File: src/hdl/stx_pkg.sv
package stx_pkg;

	localparam int FIFO_DEPTH = 4;

	localparam logic [7:0] CH_NUL    = 8'h00;
	localparam logic [7:0] CH_TAB    = 8'h09;
	localparam logic [7:0] CH_NL     = 8'h0A;
	localparam logic [7:0] CH_SPACE  = 8'h20;
	localparam logic [7:0] CH_QUOTE  = 8'h22;
	localparam logic [7:0] CH_LPAREN = 8'h28;
	localparam logic [7:0] CH_RPAREN = 8'h29;
	localparam logic [7:0] CH_DOT    = 8'h2E;
	localparam logic [7:0] CH_SEMI   = 8'h3B;
	localparam logic [7:0] CH_BSLASH = 8'h5C;

	typedef enum logic [2:0] {
		EV_OPEN      = 3'd0,
		EV_CLOSE     = 3'd1,
		EV_DOT       = 3'd2,
		EV_ATOM_BYTE = 3'd3,
		EV_ATOM_END  = 3'd4,
		EV_STR_BYTE  = 3'd5,
		EV_STR_END   = 3'd6
	} ev_kind_t;

	typedef enum logic [3:0] {
		MODE_IDLE    = 4'b0001,
		MODE_ATOM    = 4'b0010,
		MODE_STRING  = 4'b0100,
		MODE_COMMENT = 4'b1000
	} scan_mode_t;

	typedef struct packed {
		scan_mode_t mode;
		logic       dot;
		logic       bs;
	} scan_state_t;

	typedef struct packed {
		ev_kind_t   kind;
		logic [7:0] data;
		logic       last;
	} event_t;

	typedef struct packed {
		logic [1:0] cnt;
		event_t     ev0;
		event_t     ev1;
	} event_pair_t;

endpackage

File: src/hdl/stx_scan.sv
module stx_scan (
	input  logic [7:0]           ch,
	input  stx_pkg::scan_state_t cur,
	output stx_pkg::scan_state_t nxt,
	output stx_pkg::event_pair_t evs
);
	import stx_pkg::*;

	function automatic event_t mk_ev(input ev_kind_t kind, input logic [7:0] data);
		event_t e;
		e.kind = kind;
		e.data = data;
		e.last = 1'b0;
		return e;
	endfunction

	logic        is_blank;
	logic        is_paren;
	logic        idle_hit;
	event_t      idle_ev;
	scan_state_t idle_st;

	// handling of a byte between tokens with no dot held
	always_comb begin
		is_blank = ch inside {CH_SPACE, CH_TAB, CH_NL};
		is_paren = ch inside {CH_LPAREN, CH_RPAREN};
		idle_hit = 1'b0;
		idle_ev  = mk_ev(EV_OPEN, CH_NUL);
		idle_st.mode = MODE_IDLE;
		idle_st.dot  = 1'b0;
		idle_st.bs   = cur.bs;
		if (is_blank) begin
			idle_hit = 1'b0;
		end else if (ch == CH_LPAREN) begin
			idle_hit = 1'b1;
			idle_ev  = mk_ev(EV_OPEN, CH_NUL);
		end else if (ch == CH_RPAREN) begin
			idle_hit = 1'b1;
			idle_ev  = mk_ev(EV_CLOSE, CH_NUL);
		end else if (ch == CH_QUOTE) begin
			idle_st.mode = MODE_STRING;
			idle_st.bs   = 1'b0;
		end else if (ch == CH_SEMI) begin
			idle_st.mode = MODE_COMMENT;
		end else if (ch == CH_DOT) begin
			idle_st.dot = 1'b1;
		end else begin
			idle_hit     = 1'b1;
			idle_ev      = mk_ev(EV_ATOM_BYTE, ch);
			idle_st.mode = MODE_ATOM;
		end
	end

	always_comb begin
		nxt     = cur;
		evs.cnt = 2'd0;
		evs.ev0 = mk_ev(EV_OPEN, CH_NUL);
		evs.ev1 = mk_ev(EV_OPEN, CH_NUL);
		case (cur.mode)
			MODE_IDLE: begin
				if (cur.dot) begin
					if (is_blank || is_paren) begin
						nxt     = idle_st;
						evs.ev0 = mk_ev(EV_DOT, CH_NUL);
						evs.ev1 = idle_ev;
						evs.cnt = idle_hit ? 2'd2 : 2'd1;
					end else begin
						nxt.mode = MODE_ATOM;
						nxt.dot  = 1'b0;
						evs.ev0  = mk_ev(EV_ATOM_BYTE, CH_DOT);
						evs.ev1  = mk_ev(EV_ATOM_BYTE, ch);
						evs.cnt  = 2'd2;
					end
				end else begin
					nxt     = idle_st;
					evs.ev0 = idle_ev;
					evs.cnt = {1'b0, idle_hit};
				end
			end
			MODE_ATOM: begin
				if (is_blank || is_paren) begin
					nxt     = idle_st;
					evs.ev0 = mk_ev(EV_ATOM_END, CH_NUL);
					evs.ev1 = idle_ev;
					evs.cnt = idle_hit ? 2'd2 : 2'd1;
				end else begin
					evs.ev0 = mk_ev(EV_ATOM_BYTE, ch);
					evs.cnt = 2'd1;
				end
			end
			MODE_STRING: begin
				if (ch == CH_QUOTE && !cur.bs) begin
					nxt.mode = MODE_IDLE;
					evs.ev0  = mk_ev(EV_STR_END, CH_NUL);
				end else begin
					nxt.bs  = (ch == CH_BSLASH) && !cur.bs;
					evs.ev0 = mk_ev(EV_STR_BYTE, ch);
				end
				evs.cnt = 2'd1;
			end
			MODE_COMMENT: begin
				if (ch == CH_NL) begin
					nxt.mode = MODE_IDLE;
				end
			end
			default: begin
				nxt = cur;
			end
		endcase
		evs.ev0.last = (evs.cnt == 2'd1);
		evs.ev1.last = (evs.cnt == 2'd2);
	end

endmodule

File: src/hdl/stx_fifo.sv
module stx_fifo #(
	parameter int DEPTH = stx_pkg::FIFO_DEPTH
) (
	input  logic                 clk,
	input  logic                 arst_n,
	input  stx_pkg::event_pair_t push,
	output logic                 room,
	output logic                 out_valid,
	input  logic                 out_ready,
	output stx_pkg::event_t      out_ev
);
	import stx_pkg::*;

	localparam int AW = (DEPTH > 1) ? $clog2(DEPTH) : 1;
	localparam int CW = $clog2(DEPTH + 1);

	function automatic logic [AW-1:0] inc(input logic [AW-1:0] p);
		logic [AW-1:0] r;
		if (p == AW'(DEPTH - 1)) begin
			r = '0;
		end else begin
			r = p + 1'b1;
		end
		return r;
	endfunction

	event_t        mem [DEPTH];
	logic [AW-1:0] wr_q;
	logic [AW-1:0] rd_q;
	logic [CW-1:0] cnt_q;
	logic [AW-1:0] wr1;
	logic          pop;

	assign wr1       = inc(wr_q);
	assign out_valid = (cnt_q != '0);
	assign pop       = out_valid && out_ready;
	assign room      = (cnt_q <= CW'(DEPTH - 2));
	assign out_ev    = mem[rd_q];

	always_ff @(posedge clk) begin
		if (push.cnt != 2'd0) begin
			mem[wr_q] <= push.ev0;
		end
		if (push.cnt == 2'd2) begin
			mem[wr1] <= push.ev1;
		end
	end

	always_ff @(posedge clk or negedge arst_n) begin
		if (!arst_n) begin
			wr_q  <= '0;
			rd_q  <= '0;
			cnt_q <= '0;
		end else begin
			if (push.cnt == 2'd1) begin
				wr_q <= wr1;
			end else if (push.cnt == 2'd2) begin
				wr_q <= inc(wr1);
			end
			if (pop) begin
				rd_q <= inc(rd_q);
			end
			cnt_q <= cnt_q + CW'(push.cnt) - CW'(pop);
		end
	end

	a_no_overflow: assert property (@(posedge clk) disable iff (!arst_n)
		cnt_q <= CW'(DEPTH))
		else $error("event queue overflow");

	a_push_has_room: assert property (@(posedge clk) disable iff (!arst_n)
		(push.cnt != 2'd0) |-> room)
		else $error("push into full event queue");

	a_out_hold: assert property (@(posedge clk) disable iff (!arst_n)
		(out_valid && !out_ready) |=> (out_valid && $stable(out_ev)))
		else $error("queued request changed while stalled");

endmodule

File: src/hdl/sexpr_tokenizer.sv
// An accepted byte is registered in the input stage, scanned, and its events
// are written into the event queue. Throughput: one byte per cycle while the
// queue has room for two events; the output passes one event per handshake.
// Zero bytes are accepted and dropped.
// Reset (arst_n low, asynchronous) returns the scanner to between-token state
// and empties the input stage and the event queue.
module sexpr_tokenizer #(
	parameter int FIFO_DEPTH = stx_pkg::FIFO_DEPTH
) (
	input  logic       clk,
	input  logic       arst_n,
	input  logic       text_valid,
	output logic       text_ready,
	input  logic [7:0] text_byte,
	output logic       event_valid,
	input  logic       event_ready,
	output logic [2:0] event_kind,
	output logic [7:0] event_byte,
	output logic       last_of_run
);
	import stx_pkg::*;

	logic        vld_s1;
	logic [7:0]  ch_s1;
	scan_state_t state_q;
	scan_state_t nxt;
	event_pair_t evs;
	event_pair_t push;
	event_t      out_ev;
	logic        room;
	logic        adv;

	assign adv        = vld_s1 && room;
	assign text_ready = !vld_s1 || adv;

	always_ff @(posedge clk or negedge arst_n) begin
		if (!arst_n) begin
			vld_s1 <= 1'b0;
		end else if (text_ready) begin
			vld_s1 <= text_valid && (text_byte != CH_NUL);
		end
	end

	always_ff @(posedge clk) begin
		if (text_valid && text_ready) begin
			ch_s1 <= text_byte;
		end
	end

	stx_scan u_scan (
		.ch  (ch_s1),
		.cur (state_q),
		.nxt (nxt),
		.evs (evs)
	);

	always_ff @(posedge clk or negedge arst_n) begin
		if (!arst_n) begin
			state_q.mode <= MODE_IDLE;
			state_q.dot  <= 1'b0;
			state_q.bs   <= 1'b0;
		end else if (adv) begin
			state_q <= nxt;
		end
	end

	// drop the request count when the stage does not advance
	always_comb begin
		push     = evs;
		push.cnt = adv ? evs.cnt : 2'd0;
	end

	stx_fifo #(
		.DEPTH (FIFO_DEPTH)
	) u_fifo (
		.clk       (clk),
		.arst_n    (arst_n),
		.push      (push),
		.room      (room),
		.out_valid (event_valid),
		.out_ready (event_ready),
		.out_ev    (out_ev)
	);

	assign event_kind  = out_ev.kind;
	assign event_byte  = out_ev.data;
	assign last_of_run = out_ev.last;

	a_dot_only_idle: assert property (@(posedge clk) disable iff (!arst_n)
		state_q.dot |-> (state_q.mode == MODE_IDLE))
		else $error("dot held outside idle mode");

	a_bs_only_string: assert property (@(posedge clk) disable iff (!arst_n)
		state_q.bs |-> (state_q.mode == MODE_STRING))
		else $error("escape flag set outside string");

	a_stage_hold: assert property (@(posedge clk) disable iff (!arst_n)
		(vld_s1 && !adv) |=> (vld_s1 && $stable(ch_s1) && $stable(state_q)))
		else $error("stalled byte lost or state moved");

endmodule
File: config.mk
export PLATFORM = sky130hd
export DESIGN_NAME = sexpr_tokenizer
export DESIGN_NICKNAME = d
export VERILOG_FILES = /design/src/hdl/stx_pkg.sv /design/src/hdl/stx_scan.sv /design/src/hdl/stx_fifo.sv /design/src/hdl/sexpr_tokenizer.sv
export SDC_FILE = /design/constraint.sdc
export NUM_CORES = 1
export LEC_CHECK = 0
export BUFFER_PORTS_ARGS = -buffer_cell sky130_fd_sc_hd__buf_2
export CORE_ASPECT_RATIO = 0.5
export CORE_MARGIN = 1.5
export CORE_UTILIZATION = 61
export DETAILED_ROUTE_END_ITERATION = 8
export MAX_ROUTING_LAYER = met4
export PLACE_DENSITY = 0.8
export REMOVE_ABC_BUFFERS = 1
export SETUP_SLACK_MARGIN = 0.5
export SYNTH_ARGS = -nofsm -noshare
export SYNTH_HDL_FRONTEND = slang
export SYNTH_SLANG_ARGS = --single-unit
File: constraint.sdc
create_clock -name clk -period 4.88 [get_ports clk]
set_clock_uncertainty 0.1 [all_clocks]
set_input_delay 0.732 -clock clk [delete_from_list [all_inputs] [get_ports clk]]
set_output_delay 0.732 -clock clk [all_outputs]
set_load 0.01 [all_outputs]
==> run_results.csv, run 1 <==
group,metric,value,unit
timing,worstMarginPinSlew,1.038,ns
synth,synth_top_area_share,38.17,%
final_layout,final_cells,471,
global_routing,overflow,0,
clock_network,post_cts.repair.setup_buffers,0,
clock_network,clock_path_buffers,2,
synth,ys_types,61,
placed_design,place_inst,455,
worst_setup_path,path_buf_inv,0,
clock_network,ctsHoldBuffers,0,
final_layout,multi_input_area,1973,sq um
drt,drc,0,
worst_setup_path,r2r_start,"ch_s1[1]",
global_routing,antenna_found_initial,0,
min_path,hp-class,"primary input to async pin",
worst_setup_path,crit_top_cell,"nand2_1",
synth,synth_seq_cells,70,
worst_setup_path,rr_worst_depth,9,
global_routing,grt_max_degree,17,
worst_setup_path,regToRegSetupSlack,0.75,ns
timing,finalCriticalPeriod,4.133,ns
run_status,outcome,"finished clean",
timing,rsz0062_at_grt,"no",
worst_setup_path,worstPathArrival,4.08,ns
synth,yosysSeqAreaShare,48.72,%
synth,synth_area_leaders,"edfxtp_1 (38%), dfrtp_1 (8.0%), mux4_2 (6.6%)",
timing,period_share,84.70,%
timing,hold_ws,0.1812,ns
worst_setup_path,timing.rr.end,"u_fifo.mem[2][10]",
clock_network,clock_latency,0.34,ns
timing,fmax,241.9,MHz
placed_design,portBuffers,25,
timing,slew_viol_final,0,
drt,drt-initial-drc-count,471,
timing,setup_viol,0,
final_layout,fillerInstances,395,
drt,ant_nets,0,
final_layout,nets,406,
synth,synth_area_leader_cell,"edfxtp_1",
clock_network,h-tree-depth,3,
synth,synth.most_common_cell,"edfxtp_1",
synth,ys.flop_type,"edfxtp_1",
global_routing,grt_pass1_wl,17.35,mm
drt,drt_wl_total,11.04,mm
timing,finalHoldViolCount,0,
run,cap_violations,0,
clock_network,cts_resized,0,
worst_setup_path,startpoint,"ch_s1[1]",
global_routing,grt_pass1_vias,3260,
synth,synth.avg_cell_area,11.30,sq um
pwr,peakVddDrop,0.3295,mV
worst_setup_path,cp_max_fo,16,
final_layout,area_delta_synth_final,11.44,%
worst_setup_path,critical_path.max_stage_delay,0.66,ns
drt,via_per_inst,7.202,
final_layout,layout-drive-gt1-share,17.23,%
final_layout,antenna_cells,0,
synth,synth_edf_count,52,
worst_setup_path,crit_chain,"or4b_1, o21ai_1, nand2_1, a211oi_2, or2_1, ha_1, nand2_1, nand2b_1, o21ai_0",
clock_network,cts_buffers,9,
drt,vias,3392,
floorplan,coreArea,6281,sq um
pwr,power_density,375.6,nW/um^2
floorplan,row_count,20,
floorplan,die_area,7237,sq um
clock_network,cts_tree,"built",
placed_design,placed_area,4249,sq um
drt,first_pass_iters,6,
worst_setup_path,worstSetupPathType,"register to register",
final_layout,ff_latch_area,1993,sq um
worst_setup_path,worstSetupStartpointType,"register",
floorplan,dieHeight,60.91,um
global_routing,gr-usage-all-layers,33.85,%
clock_network,path_clk_slew,0.06,ns
timing,setup_tns,0,ns
floorplan,num_io_pins,26,
synth,ys_top_cells_by_count,"edfxtp_1 (52), o21ai_0 (24), o22ai_1 (24)",
worst_setup_path,cp_data_required_time,4.82,ns
drt,wl_per_cell,23.44,um
synth,ys_warn_count,0,
final_layout,postLayoutCoreUtil,72.59,%
worst_setup_path,cp_top_family,"simple AND/OR/NAND/NOR gates",
final_layout,fin_area,4559,sq um
worst_setup_path,cp_slowest_cell,"or4b_1",
clock_network,cts.sinks,70,
timing,timing.slew.headroom,30.83,%
synth,synth_cells,362,
worst_setup_path,setup.worst_path.end_class,"register",
synth,async_flop_share,20.00,%
placed_design,hpwl,7.488,mm
placed_design,place_congestion,1.108,
floorplan,die_w,118.8,um
floorplan,start_util,65.14,%
pwr,p_leak,1.454,nW
clock_network,root_buffer,"clkbuf_16",
synth,syn_area,4091,sq um
worst register-to-register path, delay by kind of cell (launching register included):
kind | cells | cell delay, ns
adder cells (fa/ha/maj) | 1 | 0.47
flip-flops | 1 | 0.59
AND/OR/NAND/NOR | 5 | 1.77
AO/OA/AOI/OAI | 3 | 0.92
cells by family (layout without fill, tap and decap cells):
group           after synthesis  in the layout  synth area share (%)
flops                        70             70                 48.72
fa+ha+maj                    16             16                 5.076
compound gates              116            116                 18.65
mux                          19             19                 8.624
buf+inv                      34             55                 3.364
xor+xnor                      6              6                 1.285
simple gates                101            101                 14.28
per-stage QoR:
step                power, mW  setup slack (ns)
floorplan              0.9589             1.502
global placement        1.036            0.7260
detailed placement      1.060            0.6183
CTS                     1.709            0.5947
global route            1.772            0.5239
finish                  1.712            0.7468
sequential cells by signal, indices dropped and copies added (netlist names):
| register | count |
|---|---|
| u_fifo.wr_q | 2 |
| u_fifo.mem | 48 |
| u_fifo.rd_q | 2 |
| state_q | 6 |
| u_fifo.cnt_q | 3 |
| vld_s1 | 1 |
| ch_s1 | 8 |
where the power goes:
part	internal (mW)	switching, mW	total, mW	leakage (nW)
Combinational	0.129	0.118	0.246	0.723
Clock	0.399	0.260	0.660	0.143
Sequential	0.680	0.126	0.807	0.588
cells in the final DEF, fill, tap and decap left out, types with 3 or more instances in the layout:
cell type	synthesis	routed
o21ai_0	24	24
o22ai_1	24	24
xor2_1	3	3
nor3_1	9	8
nand3_1	15	15
a21oi_1	21	21
clkbuf_16	0	9
ha_1	15	15
dfrtp_1	13	13
a32oi_1	5	5
o2111ai_1	4	4
nor4b_1	5	5
nor4_1	3	3
a21boi_0	9	9
nand2b_1	11	11
buf_2	1	25
o2bb2ai_1	4	4
or4_1	5	5
mux2i_1	3	3
xnor2_1	3	3
or3_1	4	4
edfxtp_1	52	52
nand2_1	23	22
nor2_1	10	10
dfxtp_1	4	4
nor4bb_1	3	3
o31ai_1	5	5
a221oi_1	3	3
inv_1	12	12
mux4_2	12	12
how the worst max path moves through the flow:
| stage | endpoint | cells past startpoint |
|---|---|---|
| floorplan | u_fifo.mem[1][0] | 8 |
| global placement | u_fifo.mem[2][10] | 8 |
| detailed placement | u_fifo.mem[2][10] | 8 |
| CTS | u_fifo.mem[2][1] | 8 |
| global route | u_fifo.mem[3][6] | 8 |
| finish | u_fifo.mem[2][10] | 9 |
routing by layer:
layer	global-route usage (%)	routed length, um
met1	42.38	4168
met3	12.22	1745
met5	-	0
met2	51.33	4754
met4	13.08	372
layout make-up:
| class | count | area share [%] |
|---|---|---|
| flip-flops and latches | 70 | 43.72 |
| repair buffers | 27 | 3.074 |
| well taps | 88 | 2.415 |
| multi-input cells | 258 | 43.28 |
| clock buffers | 10 | 5.022 |
| inverters | 12 | 0.9879 |
| clock inverters | 6 | 1.509 |
No activity file was read; power rests on OpenSTA's default activity.
==> run 2: changes to the inputs <==
- ABC_AREA: default -> 1
- clock period: 4.88 -> 4.1 ns (I/O delays scaled with it)
==> run_results.csv, run 2 <==
group,metric,value,unit
worst_setup_path,cp_slowest_cell,"edfxtp_1",
synth,ys_warn_count,0,
final_layout,nets,591,
global_routing,gr-usage-all-layers,33.51,%
floorplan,die_w,122.3,um
global_routing,grt_pass1_wl,18.30,mm
global_routing,overflow,0,
worst_setup_path,worstSetupPathType,"register to register",
drt,ant_nets,0,
clock_network,h-tree-depth,3,
worst_setup_path,cp_data_required_time,4.13,ns
global_routing,antenna_found_initial,0,
worst_setup_path,setup.worst_path.end_class,"register",
timing,timing.slew.headroom,46.90,%
placed_design,hpwl,8.436,mm
worst_setup_path,critical_path.max_stage_delay,0.54,ns
worst_setup_path,worstPathArrival,3.25,ns
synth,synth_area_leader_cell,"edfxtp_1",
timing,setup_tns,0,ns
final_layout,final_common_cell,"nand2_1",
pwr,p_leak,2.039,nW
synth,synth_area_leaders,"edfxtp_1 (36%), nand2_1 (14%), dfrtp_1 (7.5%)",
worst_setup_path,path_buf_inv,2,
timing,slew_viol_final,0,
final_layout,reg_top3,"u_fifo.mem x48, ch_s1 x8, state_q x6",
clock_network,clock_latency,0.34,ns
floorplan,start_util,64.05,%
drt,drt-initial-drc-count,418,
clock_network,path_clk_slew,0.06,ns
synth,ys_types,42,
floorplan,coreArea,6779,sq um
timing,finalHoldViolCount,0,
timing,fmax,310.3,MHz
drt,via_per_inst,5.755,
clock_network,cts_buffers,9,
min_path,hp-class,"primary input to async pin",
placed_design,portBuffers,25,
synth,synth_top_area_share,35.97,%
clock_network,cts_tree,"built",
placed_design,dp_slack,0.7876,ns
final_layout,layout-drive-gt1-share,16.37,%
floorplan,dieHeight,62.66,um
worst_setup_path,cp_max_fo,11,
drt,wl_per_cell,17.06,um
timing,setup_viol,0,
drt,vias,3798,
clock_network,cts.sinks,70,
final_layout,area_delta_synth_final,10.89,%
clock_network,clock_path_buffers,2,
timing,rsz0062_at_grt,"no",
timing,period_share,78.59,%
drt,first_pass_iters,6,
drt,drc,0,
run,cap_violations,0,
synth,synth_cells,539,
synth,yosysSeqAreaShare,45.91,%
final_layout,final_cell_mix,"nand2_1 (158), nor2_1 (63), edfxtp_1 (52), o21ai_0 (46), inv_1 (45)",
placed_design,place_congestion,1.008,
clock_network,cts_resized,0,
timing,finalCriticalPeriod,3.222,ns
global_routing,grt_pass1_vias,3479,
worst_setup_path,crit_chain,"inv_2, nand2_1, nor2_1, nand2_4, nand3_2, nor2_1, a21oi_2, nor2_1, ha_1, nand2_1, inv_1, nor2_2, nand2_1, o21ai_0",
clock_network,ctsHoldBuffers,0,
synth,ys.flop_type,"edfxtp_1",
synth,synth_edf_count,52,
clock_network,post_cts.repair.setup_buffers,0,
run_status,outcome,"finished clean",
floorplan,die_area,7663,sq um
final_layout,largest_register,"u_fifo.mem",
global_routing,grt_max_degree,28,
synth,synth_seq_cells,70,
timing,worstMarginPinSlew,0.7965,ns
synth,ys_top_cells_by_count,"nand2_1 (158), nor2_1 (67), edfxtp_1 (52)",
synth,synth.avg_cell_area,8.055,sq um
synth,syn_area,4342,sq um
final_layout,largest_reg_flops,48,
floorplan,num_io_pins,26,
drt,drt_wl_total,11.26,mm
synth,synth.most_common_cell,"nand2_1",
pwr,peakVddDrop,0.4023,mV
clock_network,root_buffer,"clkbuf_16",
final_layout,antenna_cells,0,
synth,async_flop_share,20.00,%
worst_setup_path,cp_top_family,"simple AND/OR/NAND/NOR gates",
floorplan,row_count,21,
pwr,power_density,449.3,nW/um^2
timing,timing.final.ws_setup,0.8777,ns
worst_setup_path,worstSetupStartpointType,"register",
==> run 2: cell count changes after synthesis, moves of 11 or more <==
cell,delta
nand2b_1,-11
mux4_2,-12
inv_1,+33
inv_2,+13
nand2_1,+135
nand3_1,+13
o21ai_0,+22
nor2_1,+57
==> run 2: cell families after synthesis <==
family          Yosys count  share of synthesized area (%)
simple gates            290                          30.43
xor+xnor                  3                         0.6053
flops                    70                          45.91
fa+ha+maj                16                          4.784
buf+inv                  73                          7.118
compound gates           87                          11.15
==> run 2: path summary, 6_finish.rpt <==
kind                                       from          endpoint  slack (ns)  depth (start not counted)
worst max register to register         ch_s1[0]  u_fifo.mem[3][7]        0.88                         14
worst max-delay path                   ch_s1[0]  u_fifo.mem[3][7]        0.88                         14
worst min register to register  u_fifo.cnt_q[2]   u_fifo.cnt_q[2]        0.39                          1
max in group asynchronous                arst_n        state_q[2]        3.50                          1
min in group clk                   text_byte[6]          ch_s1[6]        0.37                          1
worst min-delay path                     arst_n        state_q[4]        0.09                          1
==> run 2: area by class of cell <==
cell class | count | area, sq um
fillers | 553 | 1964
inverters | 60 | 232.7
repair buffers | 26 | 132.6
clock inverters | 6 | 62.56
multi-input cells | 396 | 2049
clock buffers | 10 | 229.0
well taps | 92 | 115.1
flip-flops and latches | 70 | 1993
==> run 2: per-stage QoR <==
stage	cell area, sq um	hold WS, ns	power [mW]	cells	util, %
6_report	4815	0.09021	2.163	660	71.02
2_1_floorplan	4265	0.2194	1.212	526	-
4_1_cts	4805	0.09314	2.170	660	70.87
3_5_place_dp	4513	0.3798	1.401	644	66.57
5_1_grt	4815	0.1143	2.279	660	71.02
3_3_place_gp	4513	0.3826	1.389	644	66.57
==> run 2: layer usage <==
| layer | track usage (%) | up-vias | share of wire (%) |
|---|---|---|---|
| li1 | - | 1838 | - |
| met3 | 9.945 | 21 | 11 |
| met2 | 44.62 | 227 | 41 |
| met1 | 49.46 | 1712 | 46 |
| met5 | - | - | 0 |
| met4 | 9.448 | 0 | 1.6 |
==> run 2: worst register-to-register path: cells and delay by family, from the launching register on <==
family / cells / cell delay [ns]
and+or+nand+nor: 9 / 1.45
buffers and inverters: 2 / 0.32
DFF: 1 / 0.54
AOI/OAI and AO/OA: 2 / 0.36
adders and majority gates: 1 / 0.24
==> run 2: report_power, final <==
part	internal, mW	switching, mW
combinational	0.170	0.314
sequential	0.810	0.0994
clock	0.469	0.300
total	1.45	0.714
